$ cat src/sv/zlib_stored_framer_adler32_unit_defines.svh
// ============================================================================
// zlib stored framer - assertion macros
// Shared concurrent assertion helpers for the framer RTL.
// ============================================================================
`ifndef ZLIB_STORED_FRAMER_ADLER32_UNIT_DEFINES_SVH
`define ZLIB_STORED_FRAMER_ADLER32_UNIT_DEFINES_SVH

// same-cycle implication, disabled in reset
`define ZSFA_ASSERT_NOW(lbl, clk, rstn, ante, cons, msg) \
    lbl: assert property (@(posedge clk) disable iff (!rstn) (ante) |-> (cons)) \
        else $error(msg);

// next-cycle implication, disabled in reset
`define ZSFA_ASSERT_NEXT(lbl, clk, rstn, ante, cons, msg) \
    lbl: assert property (@(posedge clk) disable iff (!rstn) (ante) |=> (cons)) \
        else $error(msg);

`endif

$ cat src/sv/zsfa_pkg.sv
// ============================================================================
// zsfa_pkg
// Constants, types and helpers shared by the zlib stored framer modules.
// ============================================================================
`default_nettype none

package zsfa_pkg;

    localparam int DIM_W     = 15;
    localparam int ROW_W     = 17;
    localparam int RAW_W     = 31;
    localparam int BLK_W     = 16;
    localparam int SUM_W     = 16;
    localparam int CFG_IDX_W = 1;

    localparam logic [7:0]       ZLIB_CMF   = 8'h78;
    localparam logic [7:0]       ZLIB_FLG   = 8'h01;
    localparam logic [7:0]       FILTER_NONE = 8'h00;
    localparam logic [BLK_W-1:0] BLOCK_MAX  = 16'd65535;
    localparam logic [SUM_W-1:0] ADLER_MOD  = 16'd65521;
    localparam logic [DIM_W-1:0] MAX_DIM    = 15'd16384;

    localparam logic [CFG_IDX_W-1:0] REG_IMAGE_WIDTH  = 1'd0;
    localparam logic [CFG_IDX_W-1:0] REG_IMAGE_HEIGHT = 1'd1;

    typedef enum logic [12:0] {
        ST_IDLE = 13'b0000000000001,
        ST_ZH0  = 13'b0000000000010,
        ST_ZH1  = 13'b0000000000100,
        ST_BH0  = 13'b0000000001000,
        ST_BH1  = 13'b0000000010000,
        ST_BH2  = 13'b0000000100000,
        ST_BH3  = 13'b0000001000000,
        ST_BH4  = 13'b0000010000000,
        ST_RAW  = 13'b0000100000000,
        ST_TR0  = 13'b0001000000000,
        ST_TR1  = 13'b0010000000000,
        ST_TR2  = 13'b0100000000000,
        ST_TR3  = 13'b1000000000000
    } seq_state_t;

    // one stream byte handed to the output register
    typedef struct packed {
        logic       valid;
        logic [7:0] data;
        logic       last;
    } emit_t;

    // checksum control
    typedef struct packed {
        logic       upd;
        logic       clr;
        logic [7:0] data;
    } adler_ctl_t;

    typedef struct packed {
        logic [SUM_W-1:0] high;
        logic [SUM_W-1:0] low;
    } adler_sums_t;

    // zero reads as 1, anything above the maximum is clamped
    function automatic logic [DIM_W-1:0] eff_dim(input logic [DIM_W-1:0] v);
        logic [DIM_W-1:0] r;
        if (v == '0) r = {{(DIM_W-1){1'b0}}, 1'b1};
        else if (v > MAX_DIM) r = MAX_DIM;
        else r = v;
        return r;
    endfunction

endpackage

`default_nettype wire

$ cat src/sv/zsfa_adler.sv
// ============================================================================
// zsfa_adler
// Running Adler-32 sums, one raw byte per cycle while upd is set.
// ============================================================================
`default_nettype none

`include "zlib_stored_framer_adler32_unit_defines.svh"

module zsfa_adler (
    input  wire logic                aclk,
    input  wire logic                aresetn,
    input  wire zsfa_pkg::adler_ctl_t ctl_i,
    output zsfa_pkg::adler_sums_t    sums_o
);
    import zsfa_pkg::*;

    logic [SUM_W-1:0] low_reg, low_next;
    logic [SUM_W-1:0] high_reg, high_next;
    logic [SUM_W:0]   low_sum, high_sum;

    always_comb begin
        low_sum   = {1'b0, low_reg} + {{(SUM_W-7){1'b0}}, ctl_i.data};
        low_next  = (low_sum >= {1'b0, ADLER_MOD}) ? SUM_W'(low_sum - {1'b0, ADLER_MOD})
                                                   : low_sum[SUM_W-1:0];
        high_sum  = {1'b0, high_reg} + {1'b0, low_next};
        high_next = (high_sum >= {1'b0, ADLER_MOD}) ? SUM_W'(high_sum - {1'b0, ADLER_MOD})
                                                    : high_sum[SUM_W-1:0];
    end

    always_ff @(posedge aclk) begin
        if (!aresetn) begin
            low_reg  <= SUM_W'(1);
            high_reg <= '0;
        end else if (ctl_i.clr) begin
            low_reg  <= SUM_W'(1);
            high_reg <= '0;
        end else if (ctl_i.upd) begin
            low_reg  <= low_next;
            high_reg <= high_next;
        end
    end

    assign sums_o.low  = low_reg;
    assign sums_o.high = high_reg;

    `ZSFA_ASSERT_NOW(a_sums_reduced, aclk, aresetn, 1'b1,
        (low_reg < ADLER_MOD) && (high_reg < ADLER_MOD), "adler sum not reduced")

endmodule

`default_nettype wire

$ cat src/sv/zsfa_out_reg.sv
// ============================================================================
// zsfa_out_reg
// Output register between the sequencer and the master stream port.
// ============================================================================
`default_nettype none

`include "zlib_stored_framer_adler32_unit_defines.svh"

module zsfa_out_reg (
    input  wire logic        aclk,
    input  wire logic        aresetn,
    input  wire zsfa_pkg::emit_t emit_i,
    output logic             slot_free_o,
    output logic             m_tvalid,
    input  wire logic        m_tready,
    output logic [7:0]       m_tdata,
    output logic             m_tlast
);
    import zsfa_pkg::*;

    logic       valid_reg;
    logic [7:0] data_reg;
    logic       last_reg;

    assign slot_free_o = !valid_reg || m_tready;

    always_ff @(posedge aclk) begin
        if (!aresetn) begin
            valid_reg <= 1'b0;
        end else if (slot_free_o) begin
            valid_reg <= emit_i.valid;
        end
    end

    always_ff @(posedge aclk) begin
        if (slot_free_o && emit_i.valid) begin
            data_reg <= emit_i.data;
            last_reg <= emit_i.last;
        end
    end

    assign m_tvalid = valid_reg;
    assign m_tdata  = data_reg;
    assign m_tlast  = last_reg;

    `ZSFA_ASSERT_NOW(a_no_overwrite, aclk, aresetn, emit_i.valid, slot_free_o,
        "byte offered while output slot full")

endmodule

`default_nettype wire

$ cat src/sv/zsfa_seq.sv
// ============================================================================
// zsfa_seq
// Framing sequencer: zlib header, block headers, filter and pixel bytes, trailer.
// ============================================================================
`default_nettype none

`include "zlib_stored_framer_adler32_unit_defines.svh"

module zsfa_seq (
    input  wire logic                          aclk,
    input  wire logic                          aresetn,
    input  wire logic                          s_tvalid,
    output logic                               s_tready,
    input  wire logic [7:0]                    s_tdata,
    input  wire logic                          cfg_valid,
    output logic                               cfg_ready,
    input  wire logic [zsfa_pkg::CFG_IDX_W-1:0] cfg_index,
    input  wire logic [zsfa_pkg::DIM_W-1:0]    cfg_data,
    input  wire logic                          slot_free_i,
    input  wire zsfa_pkg::adler_sums_t         sums_i,
    output zsfa_pkg::emit_t                    emit_o,
    output zsfa_pkg::adler_ctl_t               adl_ctl_o
);
    import zsfa_pkg::*;

    seq_state_t       state_reg, state_next;
    logic [DIM_W-1:0] width_reg, height_reg;
    logic [RAW_W-1:0] raw_left_reg, raw_left_next;
    logic [BLK_W-1:0] blk_left_reg, blk_left_next;
    logic [ROW_W-1:0] row_cnt_reg, row_cnt_next;
    logic             started_reg, started_next;
    logic             filter_reg, filter_next;
    logic [7:0]       cur_byte_reg, cur_byte_next;

    logic             adv, done, take;
    logic [ROW_W-1:0] row_len, row_inc;
    logic [RAW_W-1:0] raw_total;
    logic [BLK_W-1:0] blk_len, blk_nlen;
    logic [7:0]       raw_byte;

    // dimensions only change between images, never next to a pixel transfer
    assign cfg_ready = (state_reg == ST_IDLE) && !started_reg && !s_tvalid;

    assign row_len   = {eff_dim(width_reg), 2'b00};
    assign raw_total = RAW_W'({1'b0, row_len} + 18'd1) * RAW_W'(eff_dim(height_reg));
    assign blk_len   = (raw_left_reg > RAW_W'(BLOCK_MAX)) ? BLOCK_MAX
                                                         : raw_left_reg[BLK_W-1:0];
    assign blk_nlen  = ~blk_len;
    assign raw_byte  = filter_reg ? FILTER_NONE : cur_byte_reg;
    assign row_inc   = row_cnt_reg + ROW_W'(1);

    assign adv  = (state_reg != ST_IDLE) && slot_free_i;
    assign take = (state_reg == ST_IDLE) || (adv && done);
    assign s_tready = take;

    always_comb begin
        state_next    = state_reg;
        raw_left_next = raw_left_reg;
        blk_left_next = blk_left_reg;
        row_cnt_next  = row_cnt_reg;
        started_next  = started_reg;
        filter_next   = filter_reg;
        cur_byte_next = cur_byte_reg;
        emit_o        = '0;
        adl_ctl_o     = '0;
        adl_ctl_o.data = raw_byte;
        done          = 1'b0;

        if (adv) begin
            emit_o.valid = 1'b1;
            case (state_reg)
                ST_ZH0: begin
                    emit_o.data   = ZLIB_CMF;
                    raw_left_next = raw_total;
                    blk_left_next = '0;
                    row_cnt_next  = '0;
                    started_next  = 1'b1;
                    adl_ctl_o.clr = 1'b1;
                    state_next    = ST_ZH1;
                end
                ST_ZH1: begin
                    emit_o.data = ZLIB_FLG;
                    state_next  = (blk_left_reg == '0) ? ST_BH0 : ST_RAW;
                end
                ST_BH0: begin
                    emit_o.data = {7'd0, raw_left_reg <= RAW_W'(BLOCK_MAX)};
                    state_next  = ST_BH1;
                end
                ST_BH1: begin
                    emit_o.data = blk_len[7:0];
                    state_next  = ST_BH2;
                end
                ST_BH2: begin
                    emit_o.data = blk_len[15:8];
                    state_next  = ST_BH3;
                end
                ST_BH3: begin
                    emit_o.data = blk_nlen[7:0];
                    state_next  = ST_BH4;
                end
                ST_BH4: begin
                    emit_o.data   = blk_nlen[15:8];
                    blk_left_next = blk_len;
                    state_next    = ST_RAW;
                end
                ST_RAW: begin
                    emit_o.data   = raw_byte;
                    adl_ctl_o.upd = 1'b1;
                    blk_left_next = blk_left_reg - BLK_W'(1);
                    raw_left_next = raw_left_reg - RAW_W'(1);
                    if (filter_reg) begin
                        // filter byte done, pixel byte follows
                        filter_next = 1'b0;
                        state_next  = (blk_left_reg == BLK_W'(1)) ? ST_BH0 : ST_RAW;
                    end else begin
                        row_cnt_next = (row_inc >= row_len) ? '0 : row_inc;
                        if (raw_left_reg == RAW_W'(1)) begin
                            state_next = ST_TR0;
                        end else begin
                            done       = 1'b1;
                            state_next = ST_IDLE;
                        end
                    end
                end
                ST_TR0: begin
                    emit_o.data = sums_i.high[15:8];
                    state_next  = ST_TR1;
                end
                ST_TR1: begin
                    emit_o.data = sums_i.high[7:0];
                    state_next  = ST_TR2;
                end
                ST_TR2: begin
                    emit_o.data = sums_i.low[15:8];
                    state_next  = ST_TR3;
                end
                ST_TR3: begin
                    emit_o.data   = sums_i.low[7:0];
                    emit_o.last   = 1'b1;
                    adl_ctl_o.clr = 1'b1;
                    blk_left_next = '0;
                    row_cnt_next  = '0;
                    started_next  = 1'b0;
                    done          = 1'b1;
                    state_next    = ST_IDLE;
                end
                default: begin
                    emit_o.valid = 1'b0;
                    state_next   = ST_IDLE;
                end
            endcase
        end

        // next pixel byte enters without a bubble
        if (take && s_tvalid) begin
            cur_byte_next = s_tdata;
            filter_next   = (row_cnt_next == '0);
            if (!started_next) state_next = ST_ZH0;
            else state_next = (blk_left_next == '0) ? ST_BH0 : ST_RAW;
        end
    end

    always_ff @(posedge aclk) begin
        if (!aresetn) begin
            state_reg    <= ST_IDLE;
            raw_left_reg <= '0;
            blk_left_reg <= '0;
            row_cnt_reg  <= '0;
            started_reg  <= 1'b0;
            filter_reg   <= 1'b0;
            width_reg    <= DIM_W'(1);
            height_reg   <= DIM_W'(1);
        end else begin
            state_reg    <= state_next;
            raw_left_reg <= raw_left_next;
            blk_left_reg <= blk_left_next;
            row_cnt_reg  <= row_cnt_next;
            started_reg  <= started_next;
            filter_reg   <= filter_next;
            if (cfg_valid && cfg_ready) begin
                case (cfg_index)
                    REG_IMAGE_WIDTH:  width_reg  <= cfg_data;
                    REG_IMAGE_HEIGHT: height_reg <= cfg_data;
                    default: ;
                endcase
            end
        end
    end

    always_ff @(posedge aclk) begin
        cur_byte_reg <= cur_byte_next;
    end

    `ZSFA_ASSERT_NOW(a_last_at_end, aclk, aresetn, emit_o.valid && emit_o.last,
        raw_left_reg == '0, "stream end flagged with raw bytes left")
    `ZSFA_ASSERT_NOW(a_blk_within_raw, aclk, aresetn, started_reg,
        RAW_W'(blk_left_reg) <= raw_left_reg, "block count exceeds raw count")
    `ZSFA_ASSERT_NEXT(a_hdr_then_flg, aclk, aresetn, adv && (state_reg == ST_ZH0),
        started_reg && (state_reg == ST_ZH1), "zlib header not followed by flag byte")

endmodule

`default_nettype wire

$ cat src/sv/zlib_stored_framer_adler32_unit.sv
// ============================================================================
// zlib_stored_framer_adler32_unit
// Wraps RGBA pixel bytes into a zlib stream of stored deflate blocks.
// ============================================================================
//
// Usage
//   s_ channel: one RGBA pixel byte per transfer, top-down row order.
//   m_ channel: one zlib stream byte per transfer; m_tlast marks the final
//   Adler-32 byte. cfg_ channel: image_width (index 0), image_height (index 1);
//   cfg_ready is low from first pixel to trailer and while s_tvalid is high.
//   Per image: 0x78 0x01, then per row a zero filter byte and 4*width pixel
//   bytes, split into stored blocks of up to 65535 bytes (BFINAL, LEN, NLEN),
//   then the big-endian Adler-32 of all raw bytes.
// Byte flow
//   A pixel byte is held in the sequencer, follows any zlib header, block
//   header or row filter byte that it causes, and reaches m_ through the
//   output register; the last pixel byte is followed by the trailer. The
//   single byte-per-cycle output register holds on a low m_tready, and
//   s_tready rises in the cycle the sequencer hands over the last byte of a pixel.
// Reset / stall
//   aresetn is synchronous, active low: both dimensions return to 1, the
//   stream restarts with a fresh header. A stalled m_tready holds the output
//   register and a busy sequencer; s_tready then stays low, but is high in idle.
//
`default_nettype none

module zlib_stored_framer_adler32_unit (
    input  wire logic                           aclk,
    input  wire logic                           aresetn,
    // slave stream, tdata[7:0] = pixel_byte
    input  wire logic                           s_tvalid,
    output logic                                s_tready,
    input  wire logic [7:0]                     s_tdata,
    // master stream, tdata[7:0] = stream_byte, tlast = stream_end
    output logic                                m_tvalid,
    input  wire logic                           m_tready,
    output logic [7:0]                          m_tdata,
    output logic                                m_tlast,
    // configuration write: index 0 image_width, 1 image_height
    input  wire logic                           cfg_valid,
    output logic                                cfg_ready,
    input  wire logic [zsfa_pkg::CFG_IDX_W-1:0] cfg_index,
    input  wire logic [zsfa_pkg::DIM_W-1:0]     cfg_data
);
    import zsfa_pkg::*;

    emit_t       emit;
    adler_ctl_t  adl_ctl;
    adler_sums_t sums;
    logic        slot_free;

    // framing state machine and counters
    zsfa_seq u_seq (
        .aclk        (aclk),
        .aresetn     (aresetn),
        .s_tvalid    (s_tvalid),
        .s_tready    (s_tready),
        .s_tdata     (s_tdata),
        .cfg_valid   (cfg_valid),
        .cfg_ready   (cfg_ready),
        .cfg_index   (cfg_index),
        .cfg_data    (cfg_data),
        .slot_free_i (slot_free),
        .sums_i      (sums),
        .emit_o      (emit),
        .adl_ctl_o   (adl_ctl)
    );

    // checksum over filter and pixel bytes
    zsfa_adler u_adler (
        .aclk    (aclk),
        .aresetn (aresetn),
        .ctl_i   (adl_ctl),
        .sums_o  (sums)
    );

    // output register decouples the downstream stall
    zsfa_out_reg u_out (
        .aclk        (aclk),
        .aresetn     (aresetn),
        .emit_i      (emit),
        .slot_free_o (slot_free),
        .m_tvalid    (m_tvalid),
        .m_tready    (m_tready),
        .m_tdata     (m_tdata),
        .m_tlast     (m_tlast)
    );

endmodule

`default_nettype wire

$ cat config.mk
export PLATFORM = sky130hd
export DESIGN_NAME = zlib_stored_framer_adler32_unit
export DESIGN_NICKNAME = d
export VERILOG_FILES = /design/src/sv/zsfa_pkg.sv /design/src/sv/zsfa_adler.sv /design/src/sv/zsfa_out_reg.sv /design/src/sv/zsfa_seq.sv /design/src/sv/zlib_stored_framer_adler32_unit.sv
export VERILOG_INCLUDE_DIRS = /design/src /design/src/sv
export SDC_FILE = /design/constraint.sdc
export NUM_CORES = 1
export LEC_CHECK = 0
export BUFFER_PORTS_ARGS = -buffer_cell sky130_fd_sc_hd__buf_2
export CORE_ASPECT_RATIO = 1.5
export CORE_MARGIN = 4
export CORE_UTILIZATION = 35
export DETAILED_ROUTE_END_ITERATION = 8
export GPL_ROUTABILITY_DRIVEN = 0
export GPL_TIMING_DRIVEN = 0
export HOLD_SLACK_MARGIN = 0.15
export PLACE_DENSITY = 0.48
export RECOVER_POWER = 50
export SYNTH_ARGS = -nofsm -noshare
export SYNTH_HDL_FRONTEND = slang
export SYNTH_SLANG_ARGS = --single-unit
$ cat constraint.sdc
create_clock -name aclk -period 9.1 [get_ports aclk]
set_clock_uncertainty 0.2 [all_clocks]
set_input_delay 0.455 -clock aclk [delete_from_list [all_inputs] [get_ports aclk]]
set_output_delay 0.455 -clock aclk [all_outputs]
set_load 0.05 [all_outputs]
# --- Yosys cells after proc, flatten, opt, wreduce, memory -nomap -nowiden ---
# Cells that the tools add are included.
# W data, S select, Z words.
totals:
  in_bits: 29
  reg_bits: 159
op_classes:
  n_reduce_logical: 27
  order_cmp: 7
  n_bitwise: 3
  eq_ne: 16
  n_addsub: 8
  muxes: 40
  mul: 1
op_table:
  columns: ["cell", "n"]
  rows:
  - ["$pmux W13 S11", 1]
  - ["$pmux W8 S12", 1]
  - ["$mux W16", 4]
  - ["$pmux W31 S2", 1]
  - ["$mux W15", 4]
  - ["$mux W13", 4]
  - ["$mux W17", 3]
  - ["$pmux W16 S3", 1]
  - ["$ge A17 B16 Y1 const B", 2]
  - ["$pmux W17 S2", 1]
  - ["$logic_not A16 Y1", 2]
  - ["$sub A16 B16 Y16 const B", 2]
  - ["$eq A31 B1 Y1 const B", 1]
  - ["$gt A31 B16 Y1 const B", 1]
  - ["$le A31 B16 Y1 const B", 1]
  - ["$mul A31 B15 Y31", 1]
  - ["$sub A31 B1 Y31 const B", 1]
  - ["$gt A15 B15 Y1 const B", 2]
  - ["$logic_not A15 Y1", 2]
  - ["$mux W9", 3]
  - ["$mux W10", 2]
  - ["$add A17 B1 Y18 const B", 1]
  - ["$add A16 B16 Y17", 1]
  - ["$add A16 B8 Y17", 1]
  - ["32 further kinds", 59]

# --- Longest topological paths before layout ---
logic_depth:
  word_depth: 10
  ltp_mapped: 30
  mapped_depth_nobuf: 29

# --- Cells and area by module ---
# From an unflattened synthesis, not the netlist that was laid out.
unflattened:
  cells_unflattened: 2456
  area_unflattened_um2: 19247.2
by_module_without_submodules:
  columns: ["mod", "area_per_inst_um2", "instances", "cells_per_inst"]
  rows:
  - ["zsfa_seq", 15409.8, 1, 1977]
  - ["zsfa_adler", 3509.6, 1, 465]
  - ["zsfa_out_reg", 327.8, 1, 14]

# --- Worst setup path after synthesis ---
# Ideal clock, no wire load.
synth_path:
  kind: "register to register"
  startpoint: "register u_seq.height_reg[5]"
  endpoint: "register u_seq.raw_left_reg[30]"
  arrival_time_ns: 6.729
  required_time_ns: 8.778
  setup_slack_ns: 2.048
  stages_incl_launch_ff: 27
  synth_period_minus_slack_ns: 7.052
  path_cell_list: "dfxtp_1 -> nor4_1 -> nand4_1 -> nand2_1 -> and2_0 -> clkbuf_1 -> nand2_1 -> fa_1 -> fa_1 -> inv_1 -> fa_1 -> fa_1 -> fa_1 -> inv_1 -> fa_1 -> inv_1 -> ha_1 -> a21o_1 -> a21o_1 -> a21oi_1 -> o2111a_1 -> nor3_1 -> a311o_1 -> a31oi_1 -> o21ai_0 -> xnor2_1 -> o21ai_0"
synth_between:
  elab_chain_len: 5
synth_rtl:
  columns: ["element", "line_no", "source"]
  rows:
  - ["start: declaration", "zsfa_seq.sv:27", "logic [DIM_W-1:0] width_reg, height_reg;"]
  - ["start signal: assignment", "zsfa_seq.sv:183", "REG_IMAGE_HEIGHT: height_reg <= cfg_data;"]
  - ["$gt A15 B15 Y1", "zsfa_pkg.sv:65", "else if (v > MAX_DIM) r = MAX_DIM;"]
  - ["$mux W15", "zsfa_pkg.sv:65", null]
  - ["$mux W15 *", "zsfa_pkg.sv:64", "if (v == '0) r = {{(DIM_W-1){1'b0}}, 1'b1};"]
  - ["$mul A31 B15 Y31 *", "zsfa_seq.sv:45", "assign raw_total = RAW_W'({1'b0, row_len} + 18'd1) * RAW_W'(eff_dim(height_reg));"]
  - ["$pmux W31 S2 *", "zsfa_seq.sv:71", "case (state_reg)"]
  - ["end signal: assignment", "zsfa_seq.sv:175", "raw_left_reg <= raw_left_next;"]
  - ["end: declaration", "zsfa_seq.sv:28", "logic [RAW_W-1:0] raw_left_reg, raw_left_next;"]
# Every way passes the cells marked *; elsewhere a longest branch is shown, timed or not.
# A chain may end at the register's enable or synchronous reset.

# --- Worst setup path in the final report ---
layout_path:
  startpoint: "register u_seq.width_reg[9]"
  endpoint: "register u_seq.raw_left_reg[30]"
layout_between:
  elab_chain_len: 6
layout_rtl:
  columns: ["element", "line_no", "source"]
  rows:
  - ["start: declaration", "zsfa_seq.sv:27", null]
  - ["start signal: assignment", "zsfa_seq.sv:182", "REG_IMAGE_WIDTH: width_reg <= cfg_data;"]
  - ["$gt A15 B15 Y1", "zsfa_pkg.sv:65", null]
  - ["$mux W15", "zsfa_pkg.sv:65", null]
  - ["$mux W15 *", "zsfa_pkg.sv:64", null]
  - ["$add A17 B1 Y18 *", "zsfa_seq.sv:45", null]
  - ["$mul A31 B15 Y31 *", "zsfa_seq.sv:45", null]
  - ["$pmux W31 S2 *", "zsfa_seq.sv:71", null]
# Marked as above.

==> impl_metrics.ini <==
[setup_path]
timing.rr.end = u_seq.raw_left_reg[30]$_SDFFE_PN0P_
crit_top_cell = fa_1
cp-end-kind = flop
rr_worst_depth = 28
slowest_stage = fa_1
worstPathRequired_ns = 9.25
worst-setup-path-type = reg2reg
critical_path.top_delay_family = adder cells
path_max_fanout = 9
rr_startpoint = u_seq.width_reg[9]$_SDFFE_PN0P_
startpoint_type = flop
cp_num_buf_inv = 6
slowest_delay_ns = 0.57
r2r_setup_slack_ns = 0.42
worstPathArrival_ns = 8.83

[job]
drv_cap = 1

[yosys]
synth_edf_count = 17
ys_warn_count = 0
syn-num-nets = 2784
synth.cell_area_mm2 = 0.01896
synth_cells = 2425
synth_top_flop_cell = dfxtp_1
ys_ff_latch = 159
ys_types = 81
ys_seq_area_frac = 0.1769
synthArstFlopShare = 0
synth.avg_cell_area_um2 = 7.817

[route]
routed_wl_um = 66130
drtIter0Drc = 1090
drt_drc_violations_left = 0
wire_per_inst_um = 20.59
final_antenna_net_count = 0
drt_first_pass_iters = 6
num_vias = 17450
vias_per_cell = 5.434

[pwr]
peakVddDrop_v = 0.0001468
powerDensity_mw_per_mm2 = 105.6
power_leakage_nw = 9.123

[final_layout]
fin_area_mm2 = 0.02088
layout-drive-gt1-share = 0.03727
final_nets = 2868
final.fill_count = 5651
final_common_cell = nand2_1
syn2layout_area_growth_pct = 10.15
final_util = 0.3895
antenna_cells = 0
final_cell_mix = nand2_1, inv_1, nor2_1
largest_reg_flops = 31

[status]
status = complete, but fails checks
violations = capacitance limit, slew limit

[clock_tree]
cts_tree = done
cts_buffer_depth = 2
cts.sinks = 159
cts.root.buffer_cell = clkbuf_16
htreeDepth = 4
path_clk_slew_ns = 0.07
cts_buffers = 17
insertion_delay_ns = 0.48

[timing]
period_needed_ns = 8.682
whs_ns = 0.1839
final-setup-viol-count = 0
slew_headroom = -0.1270
post-route-period-util = 0.9540
hold_violations = 0
slew_viol_final = 7
timing.fmax_mhz = 115.2
tightest_slew_ns = 1.667
rsz0062_at_grt = false

[global_route]
grt_pass1_wl_um = 104400
grt_max_degree = 17
grt_overflow = 0
grt_usage = 0.2309
antenna_found_initial = 0
grt_pass1_vias = 18360

[die]
die_h_um = 293.0
die_w_um = 198.0
initial_utilization = 0.3536
dieArea_mm2 = 0.05802
fp.coreArea_mm2 = 0.05361
num_rows = 104
ios = 41

[placed_design]
port_buffers = 40
dpl_cell_area_mm2 = 0.02005
place_hpwl_um = 54490

[hold_path]
min_path_cells = 3
holdPathEnd = u_out.m_tvalid$_SDFFE_PN0P_
min_from = m_tready
hold_path_class = in2reg
==> tightest hold or removal path: cells and delay by family <==
kind	cells	cell delay, ns
compound gates	1	0.11
simple gates	1	0.14
buf+inv	1	0.09
==> per-layer routing <==
layer	vias to the layer above	track usage	wire length, µm
met5	-	0	0
met4	0	0.1260	4005
met3	162	0.02306	1919
met2	455	0.4358	35350
met1	8504	0.2492	24850
li1	8327	-	-
==> report_power, final <==
group	switching (mW)	total [mW]	internal, mW
Combinational	0.458	0.673	0.215
Clock	0.325	0.780	0.454
Sequential	0.0221	0.752	0.730
==> metrics by stage <==
step                      total power, mW  setup TNS [ns]  setup slack [ns]  instances
after floorplan                     1.205               0             2.048       2425
after global placement              1.423          -2.592           -0.3033       3154
after detailed placement            1.427          -2.502           -0.2958       3156
after CTS                           2.221               0           0.09940       3211
after global routing                2.318               0           0.04932       3211
final                               2.205               0            0.4184       3211
==> worst max path at each step <==
stage | start | to | cells after the start
after floorplan | u_seq.height_reg[5]$_SDFFE_PN0P_ | u_seq.raw_left_reg[30]$_SDFFE_PN0P_ | 26
after detailed placement | u_seq.filter_reg$_SDFFE_PN0P_ | u_adler.high_reg[0]$_SDFFE_PP0P_ | 26
after global placement | u_seq.filter_reg$_SDFFE_PN0P_ | u_adler.high_reg[0]$_SDFFE_PP0P_ | 26
final | u_seq.width_reg[9]$_SDFFE_PN0P_ | u_seq.raw_left_reg[30]$_SDFFE_PN0P_ | 28
after CTS | u_seq.filter_reg$_SDFFE_PN0P_ | u_adler.high_reg[0]$_SDFFE_PP0P_ | 26
after global routing | u_seq.height_reg[1]$_SDFFE_PN0P_ | u_seq.raw_left_reg[30]$_SDFFE_PN0P_ | 27
==> cells in the mapped netlist, types with 6 or more instances <==
| master | instances | share of area |
|---|---|---|
| or3_1 | 14 | 0.0046 |
| and3_1 | 21 | 0.0069 |
| a21oi_1 | 118 | 0.031 |
| mux2i_1 | 16 | 0.0084 |
| o211a_1 | 7 | 0.0037 |
| fa_1 | 180 | 0.19 |
| clkbuf_1 | 114 | 0.023 |
| nand3_1 | 60 | 0.016 |
| inv_1 | 263 | 0.052 |
| clkinv_1 | 9 | 0.0018 |
| ha_1 | 150 | 0.099 |
| or2_1 | 6 | 0.0020 |
| a21o_1 | 24 | 0.0095 |
| a22oi_1 | 25 | 0.0099 |
| nor2_1 | 244 | 0.048 |
| and2_1 | 47 | 0.016 |
| o21a_1 | 15 | 0.0059 |
| a221oi_1 | 7 | 0.0032 |
| or4_1 | 10 | 0.0040 |
| a211oi_1 | 14 | 0.0055 |
| dfxtp_1 | 142 | 0.15 |
| nor3_1 | 40 | 0.011 |
| a21boi_0 | 36 | 0.014 |
| o31a_1 | 6 | 0.0028 |
| o21bai_1 | 9 | 0.0036 |
| nor2b_1 | 54 | 0.018 |
| o211ai_1 | 14 | 0.0055 |
| edfxtp_1 | 17 | 0.027 |
| nand2_1 | 294 | 0.058 |
| inv_2 | 6 | 0.0012 |
| a31oi_1 | 18 | 0.0059 |
| nor3b_1 | 12 | 0.0048 |
| xor2_1 | 31 | 0.014 |
| nor4b_1 | 9 | 0.0042 |
| nand4_1 | 24 | 0.0079 |
| nand3b_1 | 8 | 0.0032 |
| or2_2 | 8 | 0.0026 |
| o21ai_0 | 140 | 0.037 |
| nor4_1 | 26 | 0.0086 |
| xnor2_1 | 60 | 0.028 |
| o31ai_1 | 6 | 0.0024 |
| o21ai_1 | 11 | 0.0029 |
| nand2b_1 | 28 | 0.0092 |
==> repair_timing <==
| item | 4_1_cts | 5_1_grt |
|---|---|---|
| buffers inserted | 0 | 0 |
| hold buffers | 23 | 0 |
| pin swaps | 0 | 0 |
| cloned | 0 | 0 |
| hold endpoints to repair | 38 | 0 |
| gates resized for setup | 2 | 7 |
| setup endpoints to repair | 14 | 15 |
==> area by class of cell <==
type,count,area (µm²),share of cell area
clock buffers,19,432.9,0.02073
multi-input cells,1866,14120,0.6763
plain buffers,122,462.9,0.02217
flip-flops and latches,159,3353,0.1606
well taps,689,862.1,0.04129
repair buffers,65,430.4,0.02061
clock inverters,13,170.2,0.008150
inverters,278,1047,0.05016
==> logic make-up (layout without fill, tap and decap cells) <==
group,Yosys count,after routing,share of synthesized area
compound gates,496,496,0.1655
mux,16,16,0.008449
fa+ha+maj,330,330,0.2891
flops,159,159,0.1769
simple gates,933,933,0.2386
buf+inv,400,497,0.07941
xor+xnor,91,91,0.04205
Note: power is estimated with default switching activity, not from simulation.
